<file path="config.mk">
export PLATFORM = sky130hd
export DESIGN_NAME = ultrasonic_range_trimmed_mean
export DESIGN_NICKNAME = d
export VERILOG_FILES = /design/src/rtl/urtm_pkg.sv /design/src/rtl/ultrasonic_range_trimmed_mean.sv /design/src/rtl/urtm_div.sv
export SDC_FILE = /design/constraint.sdc
export NUM_CORES = 1
export LEC_CHECK = 0
export ABC_AREA = 1
export BUFFER_PORTS_ARGS = -buffer_cell sky130_fd_sc_hd__buf_2
export CORE_ASPECT_RATIO = 0.5
export CORE_MARGIN = 3
export CORE_UTILIZATION = 30
export DETAILED_ROUTE_END_ITERATION = 10
export PLACE_DENSITY = 0.52
export SYNTH_ARGS = -nofsm -noshare
export SYNTH_HDL_FRONTEND = slang
export SYNTH_SLANG_ARGS = --single-unit
</file>
<file path="constraint.sdc">
create_clock -name clock -period 8.2 [get_ports clock]
set_input_delay 1.64 -clock clock [delete_from_list [all_inputs] [get_ports clock]]
set_output_delay 1.64 -clock clock [all_outputs]
set_load 0.005 [all_outputs]
</file>
<file path="src/rtl/urtm_pkg.sv">
// Shared constants and types for the ultrasonic range trimmed-mean filter.
`default_nettype none

package urtm_pkg;

   localparam int SAMPLES_DEF   = 5;
   localparam int ECHO_W        = 16;
   localparam int DIST_W        = 10;
   localparam int CSR_DATA_W    = 16;
   localparam int DVD_W         = 16;
   localparam int RCP_W         = 27;
   localparam int RCP_SHIFT     = 26;
   localparam int CONV_MUL      = 17;
   localparam int CM_DIVISOR    = 1000;
   localparam int TIMEOUT_RESET = 30000;
   localparam int RANGE_RESET   = 500;

   typedef enum logic [0:0] {
      CSR_TIMEOUT   = 1'b0,
      CSR_MAX_RANGE = 1'b1
   } csr_index_type;

   typedef enum logic [2:0] {
      ST_IDLE,
      ST_CONV,
      ST_SCAN,
      ST_TRIM,
      ST_MEAN,
      ST_EMIT
   } state_type;

endpackage

`default_nettype wire

</file>
<file path="src/rtl/ultrasonic_range_trimmed_mean.sv">
// Top level of the ultrasonic range trimmed-mean filter.
// An input beat flagged as timed out or over the timeout register is dropped.
// Other beats are multiplied by 17 and divided by 1000 on the shared reciprocal multiplier.
// The beat that fills the window adds a scan of all SAMPLES entries, then the trimmed mean.
// One beat is worked at a time; the result register lets the next beat in while it waits.
// Synchronous reset empties the window, drops any result and restores register defaults.
`default_nettype none

module ultrasonic_range_trimmed_mean #(
   parameter int SAMPLES = urtm_pkg::SAMPLES_DEF
) (
   input  wire logic                            clock,
   input  wire logic                            reset,
   input  wire logic                            req_valid,
   output logic                                 req_stall,
   input  wire logic [urtm_pkg::ECHO_W-1:0]     req_echo_us,
   input  wire logic                            req_timed_out,
   output logic                                 rsp_valid,
   input  wire logic                            rsp_stall,
   output logic [urtm_pkg::DIST_W-1:0]          rsp_distance_cm,
   input  wire logic                            csr_we,
   input  wire urtm_pkg::csr_index_type         csr_index,
   input  wire logic [urtm_pkg::CSR_DATA_W-1:0] csr_wdata
);
   import urtm_pkg::*;

   localparam int IDX_W = $clog2(SAMPLES);
   localparam int SUM_W = $clog2(SAMPLES * ((1 << DIST_W) - 1) + 1);
   localparam int QUO_W = DVD_W + RCP_W - RCP_SHIFT;
   localparam logic [RCP_W-1:0] MEAN_RECIP =
      RCP_W'(((64'd1 << RCP_SHIFT) + 64'(SAMPLES - 3)) / 64'(SAMPLES - 2));
   localparam logic [RCP_W-1:0] CONV_RECIP =
      RCP_W'(((64'(CONV_MUL) << RCP_SHIFT) + 64'(CM_DIVISOR - 1)) / 64'(CM_DIVISOR));

   state_type            state_ff, state_in;
   logic [ECHO_W-1:0]    timeout_ff;
   logic [DIST_W-1:0]    range_ff;
   logic [DIST_W-1:0]    store_ff [SAMPLES];
   logic [IDX_W-1:0]     cnt_ff, cnt_in;
   logic [IDX_W-1:0]     scan_ff, scan_in;
   logic [SUM_W-1:0]     sum_ff, sum_in;
   logic [DIST_W-1:0]    lo_ff, lo_in;
   logic [DIST_W-1:0]    hi_ff, hi_in;
   logic                 rsp_valid_ff, rsp_valid_in;
   logic [DIST_W-1:0]    rsp_dist_ff, rsp_dist_in;
   logic                 store_we;
   logic [DIST_W-1:0]    cur;
   logic                 div_start;
   logic [DVD_W-1:0]     div_dividend;
   logic [RCP_W-1:0]     div_recip;
   logic                 div_done;
   logic [QUO_W-1:0]     div_quotient;
   logic                 accept;

   urtm_div #(
      .DVD_W    (DVD_W),
      .RCP_W    (RCP_W),
      .RCP_SHIFT(RCP_SHIFT)
   ) u_div (
      .clock   (clock),
      .reset   (reset),
      .start   (div_start),
      .dividend(div_dividend),
      .recip   (div_recip),
      .done    (div_done),
      .quotient(div_quotient)
   );

   assign accept = req_valid && !req_stall;
   assign cur    = store_ff[scan_ff];

   always_comb begin
      state_in     = state_ff;
      cnt_in       = cnt_ff;
      scan_in      = scan_ff;
      sum_in       = sum_ff;
      lo_in        = lo_ff;
      hi_in        = hi_ff;
      rsp_valid_in = rsp_valid_ff && rsp_stall;
      rsp_dist_in  = rsp_dist_ff;
      store_we     = 1'b0;
      div_start    = 1'b0;
      div_dividend = DVD_W'(req_echo_us);
      div_recip    = CONV_RECIP;
      req_stall    = (state_ff != ST_IDLE);
      unique case (state_ff)
         ST_IDLE: begin
            if (accept && !req_timed_out && !(req_echo_us > timeout_ff)) begin
               div_start = 1'b1;
               state_in  = ST_CONV;
            end
         end
         ST_CONV: begin
            if (div_done) begin
               if (div_quotient == '0 || div_quotient >= QUO_W'(range_ff)) begin
                  state_in = ST_IDLE;
               end else begin
                  store_we = 1'b1;
                  if (cnt_ff == IDX_W'(SAMPLES - 1)) begin
                     cnt_in   = '0;
                     scan_in  = '0;
                     state_in = ST_SCAN;
                  end else begin
                     cnt_in   = cnt_ff + 1'b1;
                     state_in = ST_IDLE;
                  end
               end
            end
         end
         ST_SCAN: begin
            if (scan_ff == '0) begin
               sum_in = SUM_W'(cur);
               lo_in  = cur;
               hi_in  = cur;
            end else begin
               sum_in = sum_ff + SUM_W'(cur);
               lo_in  = (cur < lo_ff) ? cur : lo_ff;
               hi_in  = (cur > hi_ff) ? cur : hi_ff;
            end
            if (scan_ff == IDX_W'(SAMPLES - 1)) begin
               state_in = ST_TRIM;
            end else begin
               scan_in = scan_ff + 1'b1;
            end
         end
         ST_TRIM: begin
            div_start    = 1'b1;
            div_dividend = DVD_W'(sum_ff - SUM_W'(lo_ff) - SUM_W'(hi_ff));
            div_recip    = MEAN_RECIP;
            state_in     = ST_MEAN;
         end
         ST_MEAN: begin
            if (div_done) begin
               state_in = ST_EMIT;
            end
         end
         ST_EMIT: begin
            if (!rsp_valid_ff || !rsp_stall) begin
               rsp_valid_in = 1'b1;
               rsp_dist_in  = div_quotient[DIST_W-1:0];
               state_in     = ST_IDLE;
            end
         end
         default: begin
            state_in = ST_IDLE;
         end
      endcase
   end

   always_ff @(posedge clock) begin
      if (reset) begin
         state_ff     <= ST_IDLE;
         cnt_ff       <= '0;
         scan_ff      <= '0;
         rsp_valid_ff <= 1'b0;
      end else begin
         state_ff     <= state_in;
         cnt_ff       <= cnt_in;
         scan_ff      <= scan_in;
         rsp_valid_ff <= rsp_valid_in;
      end
      sum_ff      <= sum_in;
      lo_ff       <= lo_in;
      hi_ff       <= hi_in;
      rsp_dist_ff <= rsp_dist_in;
      if (store_we) begin
         store_ff[cnt_ff] <= div_quotient[DIST_W-1:0];
      end
   end

   always_ff @(posedge clock) begin
      if (reset) begin
         timeout_ff <= ECHO_W'(TIMEOUT_RESET);
         range_ff   <= DIST_W'(RANGE_RESET);
      end else if (csr_we) begin
         unique case (csr_index)
            CSR_TIMEOUT:   timeout_ff <= csr_wdata[ECHO_W-1:0];
            CSR_MAX_RANGE: range_ff   <= csr_wdata[DIST_W-1:0];
            default: begin
            end
         endcase
      end
   end

   assign rsp_valid       = rsp_valid_ff;
   assign rsp_distance_cm = rsp_dist_ff;

endmodule

`default_nettype wire

</file>
<file path="src/rtl/urtm_div.sv">
// Shared divide-by-constant unit: a reciprocal multiply with a registered product.
`default_nettype none

module urtm_div #(
   parameter int DVD_W     = urtm_pkg::DVD_W,
   parameter int RCP_W     = urtm_pkg::RCP_W,
   parameter int RCP_SHIFT = urtm_pkg::RCP_SHIFT
) (
   input  wire logic                          clock,
   input  wire logic                          reset,
   input  wire logic                          start,
   input  wire logic [DVD_W-1:0]              dividend,
   input  wire logic [RCP_W-1:0]              recip,
   output logic                               done,
   output logic [DVD_W+RCP_W-RCP_SHIFT-1:0]   quotient
);
   import urtm_pkg::*;

   localparam int PRD_W = DVD_W + RCP_W;

   logic             busy_ff, busy_in;
   logic             done_ff, done_in;
   logic [DVD_W-1:0] dvd_ff, dvd_in;
   logic [RCP_W-1:0] rcp_ff, rcp_in;
   logic [PRD_W-1:0] prod_ff, prod_in;

   always_comb begin
      busy_in = start;
      done_in = busy_ff;
      dvd_in  = start ? dividend : dvd_ff;
      rcp_in  = start ? recip : rcp_ff;
      prod_in = busy_ff ? ({{RCP_W{1'b0}}, dvd_ff} * {{DVD_W{1'b0}}, rcp_ff}) : prod_ff;
   end

   always_ff @(posedge clock) begin
      if (reset) begin
         busy_ff <= 1'b0;
         done_ff <= 1'b0;
      end else begin
         busy_ff <= busy_in;
         done_ff <= done_in;
      end
      dvd_ff  <= dvd_in;
      rcp_ff  <= rcp_in;
      prod_ff <= prod_in;
   end

   assign done     = done_ff;
   assign quotient = prod_ff[PRD_W-1:RCP_SHIFT];

endmodule

`default_nettype wire
</file>
Word-level counts from Yosys, hierarchy flattened:

Memory sizes are Yosys's and may differ from the RTL's. A register that Yosys moved wholly into a read port is not among the register bits.
Cells that the tools add are included.

* register bits: 167
* bits in latches: 0
* memory bits (writable): 50
* ROM bits: 0
* input port bits: 39
* output and inout port bits: 12
* memories: 1

Memories
* store_ff: depth 5, width 10, read ports 1, clocked after memory_dff 1, write ports 1, line ultrasonic_range_trimmed_mean.sv:38 `logic [DIST_W-1:0] store_ff [SAMPLES];`

* $add $sub $neg: 5
* multiply operators: 1
* div/mod/pow operators: 0
* $lt $le $gt $ge: 4
* equal/unequal tests: 15
* shift-type cells: 0
* multiplexer cells: 32
* bitwise gates (word level): 2
* reduce and logical (&&, ||, !) cells: 26

Operator list (number)
* 2-to-1 mux 10 bit: 5
* multiplier 16 x 27 -> 43 bit: 1
* 2-to-1 mux 3 bit: 12
* 2-to-1 mux 25 bit: 1
* case mux 3 bit (6 select lines): 1
* greater-or-equal comparator 17 x 10 -> 1 bit: 1
* logical NOT 17 bit: 1
* greater-than comparator 16 bit: 1
* 2-to-1 mux 16 bit: 1
* subtractor 14 x 11 -> 15 bit: 1
* subtractor 13 x 10 -> 14 bit: 1
* adder 13 x 10 -> 13 bit: 1
* equality test 3 bit (second input constant): 4
* != test 2 bit (second input constant): 6
* greater-than comparator 10 bit: 1
* less-than comparator 10 bit: 1
* AND reduction 2 bit: 5
* AND reduction 5 bit: 2
* 2-to-1 mux 1 bit: 8
* adder 3 x 1 -> 3 bit (second input constant): 2
* equality test 3 x 2 -> 1 bit (second input constant): 2
* logical NOT 3 bit: 2
* case mux 3 bit (2 select lines): 1
* nonzero test 2 bit: 3
* other kinds (10): 21

Depth between registers and ports, before layout:

Gate-level depths: netlist of run 1.

* depth in word-level cells: 7
* gate-level depth with buffers: 29

By module:

From an unflattened synthesis of run 1, not the netlist that was laid out.

* cells, all modules: 2970
* area total of the unflattened synthesis: 24098.1 um^2

By module, submodules not included
* urtm_div: times used 1, cells each 2042, area each 16203.0 um^2, seq. area each 1841.8 um^2
* ultrasonic_range_trimmed_mean: times used 1, cells each 928, area each 7895.1 um^2, seq. area each 3573.4 um^2

Worst setup path before layout of run 1:

No wires, ideal clock.

* kind: flip-flop to flip-flop
* from: register u_div.rcp_ff[22]
* to: register u_div.prod_ff[41] (data pin)
* data arrival time: 5.414 ns
* required time: 7.948 ns
* slack: 2.534 ns
* stages on the path, launching flop included: 24
* path through: edfxtp_1 clkbuf_1 clkbuf_1 nand2_1 inv_1 fa_1 inv_1 fa_1 inv_1 fa_1 fa_1 fa_1 inv_1 fa_1 inv_1 ha_1 a21oi_1 o21ai_0 a21oi_1 o21ai_0 a21boi_0 nand2_1 nand2_1 nand2_1

* longest elaborated chain between the ends: 1

Ends and longest elaborated chain
* start, declared: line urtm_div.sv:24 `logic [RCP_W-1:0] rcp_ff, rcp_in;`
* start signal, assigned: line urtm_div.sv:44 `rcp_ff <= rcp_in;`
* multiplier 16 x 27 -> 43 bit: line urtm_div.sv:32 `prod_in = busy_ff ? ({{RCP_W{1'b0}}, dvd_ff} * {{DVD_W{1'b0}}, rcp_ff}) : prod_ff;`
* end signal, assigned: line urtm_div.sv:45 `prod_ff <= prod_in;`
* end, declared: line urtm_div.sv:25 `logic [PRD_W-1:0] prod_ff, prod_in;`

Every way passes these cells.
A chain may end at the register's enable or synchronous reset.

Worst setup path in the final report of run 1:

* from: register u_div.rcp_ff[13]
* to: register u_div.prod_ff[41] (data pin)

The elaborated chain is that of the path after synthesis.

==> metrics, run 1 <==
n_diodes 0; cell taking the most area after synthesis edfxtp_1; M1 WL 24900 um; FILL cells 6099; worst skew pair latency 0.46 ns; most instantiated cells after synthesis inv_1 (466), nand2_1 (325), ha_1 (256), fa_1 (189), nor2_1 (180); Syn Area/Cell 8.77 um2; first-pass GRT wire length 80400 um; Post-route DRC 0; Yosys Warn Count 0; clk_skew 0.0352 ns; CTS root buffer clkbuf_16; largest family of logic cells by synthesized area adder cells; Worst Setup End Kind register; DP HPWL 43700 um; highest metal used met4; R2R Path Start u_div.rcp_ff[13]; top-area cell type share of the netlist area 21.3%; Max Cap Viol 0; HP Class register to register; fin cells 2924; Final Hold Vio Count 0; maximum achievable frequency 152 MHz; Main synth FF type edfxtp_1; Final #Nets 2595; critical path fanouts, max 16; clock tree buffer depth 2; RSZ-0062 raised after global routing false; post-synthesis compound-gate area fraction 8.83%; status complete, no violations; setup total negative slack 0 ns; crit path max-delay cell type edfxtp_1; Post-Syn Area 18000 um2; Synth Area in Simple Gates 14.5%; row count 62; Critical Path RT 8.40 ns; Worst Reg-to-Reg Cells 24; WHS Endpoint timeout_ff[11]; GRT Overall Usage 16.6%; I/O pins 51; CTS tree built; post-DR vias/cell 4.73; # hold bufs at CTS 0; crit path buf inv count 6; CP top delay family adder cells; die height 179 um; xor-xnor portion of the synthesized cell area 1.75%; final setup fails 0; DRT antenna net count 0; top-count cell post-synth inv_1; drt wl/cell 17.6 um; Area Overhead vs Synth 10.2%; Iteration-0 DRC Markers 836; Post-synth EDFFs 128; DR vias 13800; Async S/R FF share, synth 0%; die footprint 63300 um2; FF-to-FF setup slack 1.61 ns; GP Congestion 0.938; Final WS setup 1.61 ns; gr ovfl total 0; final WL 51300 um; Setup Crit Path Kind register to register; WL met3 2370 um; DRT Pass-1 Iters 5; hold slack final 0.466 ns; # H-tree levels 4; pre-CTS WS 1.78 ns; R2R Path End u_div.prod_ff[41]; crit-path max cell delay 0.75 ns; mux share of post-synthesis cell area 0%; met2 routed WL 23200 um; buffer count from post-CTS setup fixing 0; CP startpoint kind register; Slew headroom 26.9%; vias in the first global route 14000; synth unique cells 48; Initial Util 30.9%; TritonCTS buffer count 17; Mapped Nets 2540; final critical-path required period 6.59 ns; CTS sink count 169; Worst EP arrival 6.78 ns; hold_sp timeout_ff[11]; layout cells sized above 1 5.51%; Port Buffers 50; Slew Limit Fails 0; register bit total from synthesis 169; worst-path cell chain nand2_1 > inv_1 > nand2_1 > nand2_1 > inv_1 > ha_1 > inv_1 > fa_1 > inv_1 > fa_1 > fa_1 > fa_1 > inv_1 > fa_1 > inv_1 > ha_1 > nand2_1 > o21ai_0 > a21oi_1 > o21ai_0 > a21boi_0 > nand2_1 > nand2_1 > nand2_1; final period utilization 80.3%; part of the Yosys area used for sequential elements 25.9%; hold depth 2; Synth area leaders edfxtp_1 (21%), fa_1 (21%), ha_1 (18%); post-cts resize count 0; adder-cell share of the synthesized area 38.7%; Worst-path clk slew 0.10 ns; pin count of the biggest net entering global routing 32; DP Cell Count 2892; Syn Inst Count 2056; Core Footprint 58400 um2; Crit path top cell by count nand2_1; initial antenna violation count 1; Worst Max-Slew Pin Slew 1.09 ns; Die Width 353 um
[cell families (layout without fill, tap and decap cells)]
kind of cell,after synthesis,in the layout
XOR/XNOR,36,36
adder cells (fa/ha/maj),445,445
AO/OA/AOI/OAI,285,285
buffers and inverters,494,562
flip-flops,169,169
AND/OR/NAND/NOR,627,627
[layout make-up]
type | instances | area [um2] | area share, %
clock buffer | 18 | 429 | 2.16
timing repair buffer | 59 | 318 | 1.60
clock inverter | 14 | 160 | 0.806
sequential | 169 | 4660 | 23.5
tap | 800 | 1000 | 5.04
inverter | 471 | 1770 | 8.89
multi-input combinational | 1393 | 11500 | 58.0
[layout by cell type, fill, tap and decap left out, types with 3 or more instances in the layout]
cell	instances
nor3_1	10
or2_2	3
nand2_1	325
a31oi_1	13
o211ai_1	15
inv_8	4
xnor2_1	8
clkbuf_16	17
inv_1	466
nand4_1	22
o21ai_0	98
inv_6	3
edfxtp_1	128
a21oi_1	116
nor2_1	180
fa_1	189
nand2_2	3
o21ai_1	4
nor3_2	4
a21boi_0	4
nand3_1	65
buf_4	9
dfxtp_1	41
o21a_1	8
buf_2	50
clkinvlp_4	3
inv_2	4
ha_1	256
xor2_1	28
o21bai_1	6
a21o_1	9
[worst register-to-register path, cell delays in order, from the launching register on]
cell	delay [ns]
edfxtp_1	0.75
nand2_1	0.28
inv_1	0.18
nand2_1	0.16
nand2_1	0.16
inv_1	0.08
ha_1	0.29
inv_1	0.06
fa_1	0.55
inv_1	0.06
fa_1	0.51
fa_1	0.53
fa_1	0.55
inv_1	0.06
fa_1	0.54
inv_1	0.05
ha_1	0.33
nand2_1	0.11
o21ai_0	0.15
a21oi_1	0.30
o21ai_0	0.12
a21boi_0	0.31
nand2_1	0.09
nand2_1	0.07
nand2_1	0.04
[per-layer routing]
layer,track usage [%],up-vias
met3,2.32,45
met1,23.4,6779
met2,27.2,313
met5,0,-
met4,3.70,0
li1,-,6685
[flip-flops by register name (all words and copies together), names as in the netlist, named ones only]
name             cells
cnt_ff               3
state_ff             3
u_div.prod_ff       17
sum_ff              13
u_div.done           1
scan_ff              3
lo_ff               10
u_div.busy_ff        1
hi_ff               10
rsp_distance_cm     10
u_div.dvd_ff        16
rsp_valid            1
timeout_ff          16
store_ff            50
u_div.rcp_ff         2
range_ff            10
[metrics by stage]
step / utilization, % / cell area [um2]
2_1_floorplan: - / 18000
5_1_grt: 34.0 / 19900
4_1_cts: 34.0 / 19900
3_3_place_gp: 33.0 / 19300
3_5_place_dp: 33.0 / 19300
6_report: 34.0 / 19900
[worst max-delay path by stage]
stage | slack [ns] | endpoint | cells past startpoint | from
6_report | 1.61 | u_div.prod_ff[41] | 24 | u_div.rcp_ff[13]
3_5_place_dp | 1.78 | u_div.prod_ff[41] | 24 | u_div.rcp_ff[13]
3_3_place_gp | 1.77 | u_div.prod_ff[41] | 24 | u_div.rcp_ff[13]
2_1_floorplan | 2.53 | u_div.prod_ff[41] | 23 | u_div.rcp_ff[22]
5_1_grt | 1.26 | u_div.prod_ff[41] | 24 | u_div.rcp_ff[13]
4_1_cts | 1.71 | u_div.prod_ff[41] | 24 | u_div.rcp_ff[13]
Power of run 1 is left out: the tool's default activity adds up to more than one toggle a clock period on the data nets, which glitch-free logic cannot reach.
==> run 2: changes to the inputs <==
==> constraint.sdc (replaced) <==
create_clock -name clock -period 6.81 [get_ports clock]
set_input_delay 1.362 -clock clock [delete_from_list [all_inputs] [get_ports clock]]
set_output_delay 1.362 -clock clock [all_outputs]
set_load 0.005 [all_outputs]
==> run 2 against run 1 <==
  * Clock skew fell by 0.012 ns
  * Register-to-register slack got worse by 1.1 ns
  * Cell area rose by 0.18%
  * Fmax rose by 4.0%
  * Clock-buffer cell count fell by 1
  * First-iteration DRC count fell by 1.3%
  * Sequential cell count did not move
  * Global-route usage fell by 0.36 points
  * Final cell count rose by 0.14%
  * Wire length fell by 2.1%
  * Critical endpoint is now u_div.prod_ff[36]
==> metrics, run 2 (same netlist as run 1, synthesis figures left out) <==
status complete, no violations (unchanged); Initial Util 30.9% (unchanged); die height 179 um (unchanged); final WL 50300 um (was 51300 um); I/O pins 51 (unchanged); TritonCTS buffer count 17 (unchanged); Setup Crit Path Kind register to register (unchanged); Critical Path RT 7.00 ns (was 8.40 ns); clk_skew 0.0233 ns (was 0.0352 ns); n_diodes 0 (unchanged); Die Width 353 um (unchanged); maximum achievable frequency 158 MHz (was 152 MHz); critical path fanouts, max 6 (was 16); Post-route DRC 0 (unchanged); M3 GR Usage 2.45% (was 2.32%); Slew headroom 28.5% (was 26.9%); final setup fails 0 (unchanged); final critical-path required period 6.33 ns (was 6.59 ns); die footprint 63300 um2 (unchanged); CP startpoint kind register (unchanged); GRT Overall Usage 16.2% (was 16.6%); pin count of the biggest net entering global routing 32 (unchanged); Worst EP arrival 6.53 ns (was 6.78 ns); CTS root buffer clkbuf_16 (unchanged); clock tree buffer depth 2 (unchanged); Area Overhead vs Synth 10.4% (was 10.2%); CP Launch Point u_div.dvd_ff[14] (was u_div.rcp_ff[13]); # H-tree levels 4 (unchanged); gr ovfl total 0 (unchanged); worst skew pair latency 0.46 ns (about the same); CTS sink count 169 (unchanged); DRT antenna net count 0 (unchanged); setup total negative slack 0 ns (unchanged); HP Class register to register (unchanged); Largest register FFs 50 (unchanged); Most Crowded Layer GR met2 (unchanged); first-pass GRT wire length 78800 um (was 80400 um); DP HPWL 42800 um (was 43700 um); hold_sp timeout_ff[11] (unchanged); row count 62 (unchanged); buffer count from post-CTS setup fixing 0 (unchanged); post-DR vias/cell 4.64 (was 4.73); RSZ-0062 raised after global routing false (unchanged); Largest Register store_ff (unchanged); met1 global-route usage 22.6% (was 23.4%); GRT met2 Usage 26.9% (was 27.2%); Final #Nets 2599 (was 2595); Worst Max-Slew Pin Slew 1.07 ns (was 1.09 ns); biggest regs store_ff: 50 flops, u_div.prod_ff: 17 flops (unchanged); Worst-path clk slew 0.08 ns (was 0.10 ns); Worst Setup End Kind register (unchanged); Slew Limit Fails 0 (unchanged); GP Congestion 0.944 (was 0.938); post-cts resize count 0 (unchanged); Final Hold Vio Count 0 (unchanged); # hold bufs at CTS 0 (unchanged); CTS tree built (unchanged); drt wl/cell 17.2 um (was 17.6 um); most common cell after layout, fill and taps aside inv_1 (unchanged); Iteration-0 DRC Markers 825 (was 836); R2R Path Start u_div.dvd_ff[14] (was u_div.rcp_ff[13]); vias in the first global route 13800 (was 14000); Port Buffers 50 (unchanged); Core Footprint 58400 um2 (unchanged); most frequent cells in the layout inv_1 (466), nand2_1 (325), ha_1 (256) (unchanged); final period utilization 93.0% (was 80.3%); FILL cells 6080 (was 6099); DR vias 13600 (was 13800); DRT Pass-1 Iters 6 (was 5); layout cells sized above 1 5.73% (was 5.51%); Max Cap Viol 0 (unchanged); initial antenna violation count 2 (was 1)
## run 2: cell count changes in the layout (fill, tap and decap cells not counted), moves of 2 or more
cell	previous run	this run
inv_8	4	6
buf_4	9	13
clkinvlp_4	3	1
inv_6	3	1
clkinv_4	0	2
## run 2: metal layers
| layer | vias up | wire, um |
|---|---|---|
| met2 | 210 | 23000 |
| li1 | 6698 | - |
| met4 | 0 | 649 |
| met1 | 6646 | 24700 |
| met5 | - | 0 |
| met3 | 33 | 1890 |
## run 2: worst paths after layout
path	cells past startpoint	slack, ns	endpoint
max	23	0.48	u_div.prod_ff[36]
min	2	0.47	timeout_ff[11]
max reg2reg	23	0.48	u_div.prod_ff[36]
min reg2reg	2	0.47	timeout_ff[11]
## run 2: worst max-delay path, cell delays in order, from the launching register on
cell and delay, ns:
edfxtp_1 0.52, nand2_1 0.19, inv_1 0.15, nand2_1 0.15, nand2_1 0.17, inv_1 0.10, ha_1 0.30, inv_1 0.06
fa_1 0.54, inv_1 0.07, fa_1 0.53, fa_1 0.55, fa_1 0.55, inv_1 0.05, fa_1 0.52, inv_1 0.04
ha_1 0.31, a21oi_1 0.21, o21ai_0 0.18, a21oi_1 0.32, o21ai_0 0.15, nand2_1 0.08, nand3_1 0.13, xor2_1 0.18
## run 2: layout make-up
type	instances	area, um2	area share [%]
Multi-Input combinational cell	1393	11500	57.9
Sequential cell	169	4660	23.4
Inverter	471	1770	8.88
Tap cell	800	1000	5.03
Clock buffer	17	425	2.14
Timing Repair Buffer	63	348	1.75
Clock inverter	15	170	0.855
## run 2: through the flow
step	hold WS [ns]	setup slack (ns)	std cells	util (%)	cell area, um2
6_report	0.466	0.476	2928	34.1	19900
5_1_grt	0.488	0.121	2928	34.1	19900
4_1_cts	0.466	0.472	2928	34.1	19900
3_5_place_dp	0.455	0.530	2896	33.1	19300
3_3_place_gp	0.454	0.533	2896	33.1	19300
2_1_floorplan	0.433	1.14	2056	-	18000
Power of run 2 is left out for the same reason.
